### src/hw/rtl/srpg_pkg.sv
// Shared types, codes and helpers for the stepper ramp pulse generator.
// No dependencies; imported by the core, the divider and the testbench.
`default_nettype none

package srpg_pkg;

    // Command codes on the func field
    localparam logic [2:0] FUNC_TICK      = 3'd0;
    localparam logic [2:0] FUNC_DEFAULT   = 3'd1;
    localparam logic [2:0] FUNC_COUNTED   = 3'd2;
    localparam logic [2:0] FUNC_RAMP_UP   = 3'd3;
    localparam logic [2:0] FUNC_RAMP_DOWN = 3'd4;

    // Configuration register indexes
    localparam logic [1:0] REG_DEFAULT_COUNT = 2'd0;
    localparam logic [1:0] REG_START_DELAY   = 2'd1;
    localparam logic [1:0] REG_MIN_DELAY     = 2'd2;

    // Reset values of the configuration registers
    localparam logic [15:0] RST_DEFAULT_COUNT = 16'd200;
    localparam logic [15:0] RST_START_DELAY   = 16'd1000;
    localparam logic [15:0] RST_MIN_DELAY     = 16'd100;

    // Widths of the ramp divider: 2a is 25 bits, 4i+1 is 18 bits
    localparam int unsigned DIVIDEND_W = 25;
    localparam int unsigned DIVISOR_W  = 18;

    typedef enum logic [1:0] {
        MODE_IDLE,
        MODE_CONST,
        MODE_UP,
        MODE_DOWN
    } mode_t;

    // Integer half period of a 16.8 value; zero runs as one tick
    function automatic logic [15:0] eff_delay(input logic [23:0] accum);
        logic [15:0] d;
        d = accum[23:8];
        return (d == 16'd0) ? 16'd1 : d;
    endfunction

endpackage

`default_nettype wire

### src/hw/rtl/srpg_div.sv
// Restoring radix-2 divider for the ramp step, one quotient bit per cycle.
// Depends on srpg_pkg for the operand widths.
`default_nettype none

module srpg_div (
    input  wire logic                              aclk,
    input  wire logic                              aresetn,
    input  wire logic                              start,
    input  wire logic [srpg_pkg::DIVIDEND_W-1:0]   dividend,
    input  wire logic [srpg_pkg::DIVISOR_W-1:0]    divisor,
    output logic                                   done,
    output logic      [srpg_pkg::DIVIDEND_W-1:0]   quotient
);
    import srpg_pkg::*;

    localparam int unsigned CNT_W = $clog2(DIVIDEND_W);

    logic                    busy_reg;
    logic [CNT_W-1:0]        cnt_reg;
    logic [DIVISOR_W:0]      rem_reg;
    logic [DIVIDEND_W-1:0]   quo_reg;
    logic [DIVISOR_W-1:0]    dvs_reg;
    logic                    done_reg;

    logic [DIVISOR_W:0]      trial;
    logic                    fits;

    // Shift in the next dividend bit and try the subtract
    always_comb begin
        trial = {rem_reg[DIVISOR_W-1:0], quo_reg[DIVIDEND_W-1]};
        fits  = trial >= {1'b0, dvs_reg};
    end

    always_ff @(posedge aclk) begin
        if (!aresetn) begin
            busy_reg <= 1'b0;
            done_reg <= 1'b0;
            cnt_reg  <= '0;
        end else begin
            done_reg <= 1'b0;
            if (start) begin
                busy_reg <= 1'b1;
                cnt_reg  <= CNT_W'(DIVIDEND_W - 1);
                rem_reg  <= '0;
                quo_reg  <= dividend;
                dvs_reg  <= divisor;
            end else if (busy_reg) begin
                rem_reg <= fits ? (trial - {1'b0, dvs_reg}) : trial;
                quo_reg <= {quo_reg[DIVIDEND_W-2:0], fits};
                cnt_reg <= cnt_reg - 1'b1;
                if (cnt_reg == '0) begin
                    busy_reg <= 1'b0;
                    done_reg <= 1'b1;
                end
            end
        end
    end

    assign done     = done_reg;
    assign quotient = quo_reg;

endmodule

`default_nettype wire

### config.mk
export PLATFORM = sky130hd
export DESIGN_NAME = srpg_div
export DESIGN_NICKNAME = d
export VERILOG_FILES = /design/src/hw/rtl/srpg_pkg.sv /design/src/hw/rtl/srpg_div.sv
export SDC_FILE = /design/constraint.sdc
export NUM_CORES = 1
export LEC_CHECK = 0
export ABC_CLOCK_PERIOD_IN_PS = 6800
export BUFFER_PORTS_ARGS = -buffer_cell sky130_fd_sc_hd__buf_2
export CAP_MARGIN = 25
export CORE_MARGIN = 5
export CORE_UTILIZATION = 35
export CTS_CLUSTER_DIAMETER = 80
export CTS_CLUSTER_SIZE = 40
export DETAILED_ROUTE_END_ITERATION = 7
export MAX_ROUTING_LAYER = met4
export PLACE_DENSITY = 0.59
export SLEW_MARGIN = 20
export SYNTH_ARGS = -nofsm -noshare
export SYNTH_HDL_FRONTEND = slang
export SYNTH_SLANG_ARGS = --single-unit
### constraint.sdc
create_clock -name aclk -period 6.8 [get_ports aclk]
set_clock_uncertainty 0.05 [all_clocks]
set_input_delay 1.36 -clock aclk [delete_from_list [all_inputs] [get_ports aclk]]
set_output_delay 1.36 -clock aclk [all_outputs]
set_load 0.05 [all_outputs]
==> impl_results.md <==
* Status: finished clean
* CP max FO at 12
* Register area share after synthesis at 52.6%
* NetSw at between 0.0003 and 0.0004 W
* Hold_ws at roughly 460 ps
* Power Total at around 0.0011 W
* Setup WS post-layout at between 3000 and 4000 ps
* Switching share of power at 31.0%
* Mapped Avg Cell Area at 12.1 µm²
* Clock buffer depth at 2
* Largest register FFs at 25
* Tmin final at 3280 ps
* Cell taking the most area after synthesis: edfxtp_1
* Number of remaining DRC errors at 0
* DIE AREA at 12900 µm²
* Pint at around 0.0008 W
* Nature of the critical path startpoint: flip-flop
* Cts hold-fix bufs at 0
* Fin area at 4440 µm²
* Slowest library cell on the worst path: a2111oi_4
* Top-area cell type share of the netlist area at 48.9%
* Fmax at 305 MHz
* WP data required at approximately 6800 ps
* Worst min path class: reg -> reg
* Distinct cells, synth at 50
* Via count at 2510
* Clock power frac at 28.8%
* Placement Cell Area at approximately 4200 µm²
* Nets at 450
* Clk pin slew, worst setup/hold paths at 80 ps
* Combinational share of power at 25.6%
* All-layer global routing usage at 12.5%
* HPWL Detailed at 5440 µm
* Hold Vio Cnt, Final at 0
* Starting Density at 36.1%
* Horiz. Die Dim at 113 µm
* Number of inserted diodes at 0
* Max cap viols at 0
* Initial antenna violation count at 0
* Drt wl/cell at 14.2 µm
* RSZ-0062 raised after global routing: no
* First-pass GRT wire length at 12500 µm
* Worst path max stage delay at ~900 ps
* Post-CTS Setup Inserts at 0
* Gr ovfl total at 0
* Clock latency on the worst-skew pair at approximately 340 ps
* Peak supply drop at 0.000116 V
* Setup WS pre-CTS at about 3200 ps
* Worst Tran Pin Value at 1000 ps
* Kind of critical path: reg -> reg
* Post-Syn Area at 3750 µm²
* Setup TNS at 0 ps
* Die Ht at around 110 µm
* Top post-synthesis cells by area: edfxtp_1 49%, mux2_2 7.2%, ha_1 6.7%
* Synth Warn # at 0
* Syn nets at between 300 and 400
* Area Growth Syn to Fin at 18.4%
* Cells after Synth at 309
* I/O Buffers at a little over 70
* Clk root buf: clkbuf_8
* Flop pwr share at 45.6%
* Clock sink count at 68
* Vias in the first global route at 2696
* PD cells at 255 nW/µm²
* # setup viols final at 0
* Largest net degree at the start of global routing at 51
* Max Slew Vio Count at 0
* Iter 0 DRT Violations at 90
* TritonCTS Buffers at 9
* Yosys reg bits at 68
* Asr flop ratio synth at 0%
* Drt first pass iters at 4
* Core Box Area at 10400 µm²
* Vias per cell at 4.79
* Number of synthesized flops with an enable pin at 61
* Worst setup EP type: flip-flop
* Most used DFF post-synth: edfxtp_1
* Post-cts resize count at 0
* Total wire length at 7420 µm
* CTS tree: yes
* Share of post-route cells with drive strength above 1 at between 30% and 40%
* ANT nets after route at 0
* H-tree levels at 3
* Max-slew headroom at 33.3%
* Site Rows at 37
* Critical path's top delay family: compound AO/OA/AOI/OAI gates
* CP cell instances: ha_1 -> o21ai_1 -> a211oi_1 -> o21ai_2 -> a31oi_2 -> a2111oi_4 -> buf_4 -> mux2i_1 -> nor2_1
* WP data arrival at 3290 ps
* Buf/Inv on CP at 1
* Tcrit/Tclk final at 48.2%
* Leakage at 1.84 nW
* # IOs at a little over 70
* RD Place Congestion at 0.894
final timing paths:
path / start / endpoint / slack, ps / cells past startpoint
max: rem_reg[4] / rem_reg[7] / 3520 / 9
min: cnt_reg[1] / cnt_reg[1] / 460 / 2
max reg2reg: rem_reg[4] / rem_reg[7] / 3520 / 9
min reg2reg: cnt_reg[1] / cnt_reg[1] / 460 / 2
power groups by stage:
stage | combinational [W] | sequential, W | clock [W]
floorplan | 0.000198 | 0.000556 | 0
finish | 0.000290 | 0.000516 | 0.000326
global placement | 0.000288 | 0.000525 | 0
detailed placement | 0.000291 | 0.000525 | 0
CTS | 0.000292 | 0.000517 | 0.000337
global route | 0.000323 | 0.000520 | 0.000353
kinds of logic after synthesis:
kind of cell,count (synthesis),share of synthesized area [%]
AOI/OAI and AO/OA,57,11.3
xor gates and xnor gates,18,4.21
adders and majority gates,21,7.21
buffers and inverters,36,4.24
DFF,68,52.6
muxes,40,11.5
and+or+nand+nor,69,8.98
cells in the final DEF, fill, tap and decap left out, types with 3 or more instances in the layout:
| cell type | synthesis | routed |
|---|---|---|
| nand4_1 | 5 | 5 |
| edfxtp_1 | 61 | 61 |
| dfxtp_1 | 7 | 7 |
| o21ai_1 | 3 | 3 |
| a21o_1 | 5 | 5 |
| inv_1 | 26 | 26 |
| xor2_1 | 11 | 11 |
| a211oi_1 | 3 | 3 |
| o21a_1 | 6 | 5 |
| ha_1 | 20 | 20 |
| mux2_2 | 24 | 24 |
| nand3_1 | 3 | 3 |
| nor2_1 | 25 | 25 |
| mux2i_1 | 16 | 16 |
| nand2_1 | 18 | 18 |
| buf_2 | 1 | 71 |
| a21oi_1 | 12 | 12 |
| nand2b_1 | 3 | 3 |
| xnor2_1 | 7 | 7 |
| o21ai_0 | 7 | 7 |
| clkbuf_8 | 0 | 10 |
| a21oi_2 | 3 | 3 |
Yosys cell counts (6+ instances only):
cell / number
a21oi_1: 12
dfxtp_1: 7
edfxtp_1: 61
ha_1: 20
inv_1: 26
mux2_2: 24
mux2i_1: 16
nand2_1: 18
nor2_1: 25
o21a_1: 6
o21ai_0: 7
xnor2_1: 7
xor2_1: 11
area by class of cell:
type	instances	area (µm²)
fill	1006	5930
sequential	68	1970
multi-input combinational	205	1620
timing repair buffer	73	383
tap	136	170
clock buffer	12	166
inverter	26	97.6
clock inverter	4	30.0
metal layers:
layer  part of all wire, %  GRT usage [%]  wire length [µm]
met5                     0              -                 0
met4                   1.8           5.29               137
met3                   4.9           2.97               367
met2                    43           19.4              3220
met1                    50           15.8              3700
tightest hold or removal path: stages, from the launching register on:
cell      delay (ps)
dfxtp_1          320
nor2_1            90
a211oi_1          50
per-stage QoR:
step                utilization (%)  instances
floorplan                         -        309
global placement               40.7        507
detailed placement             40.7        507
CTS                            42.6        523
global route                   42.8        524
finish                         42.8        524
Power figures use the tool's default switching activity.
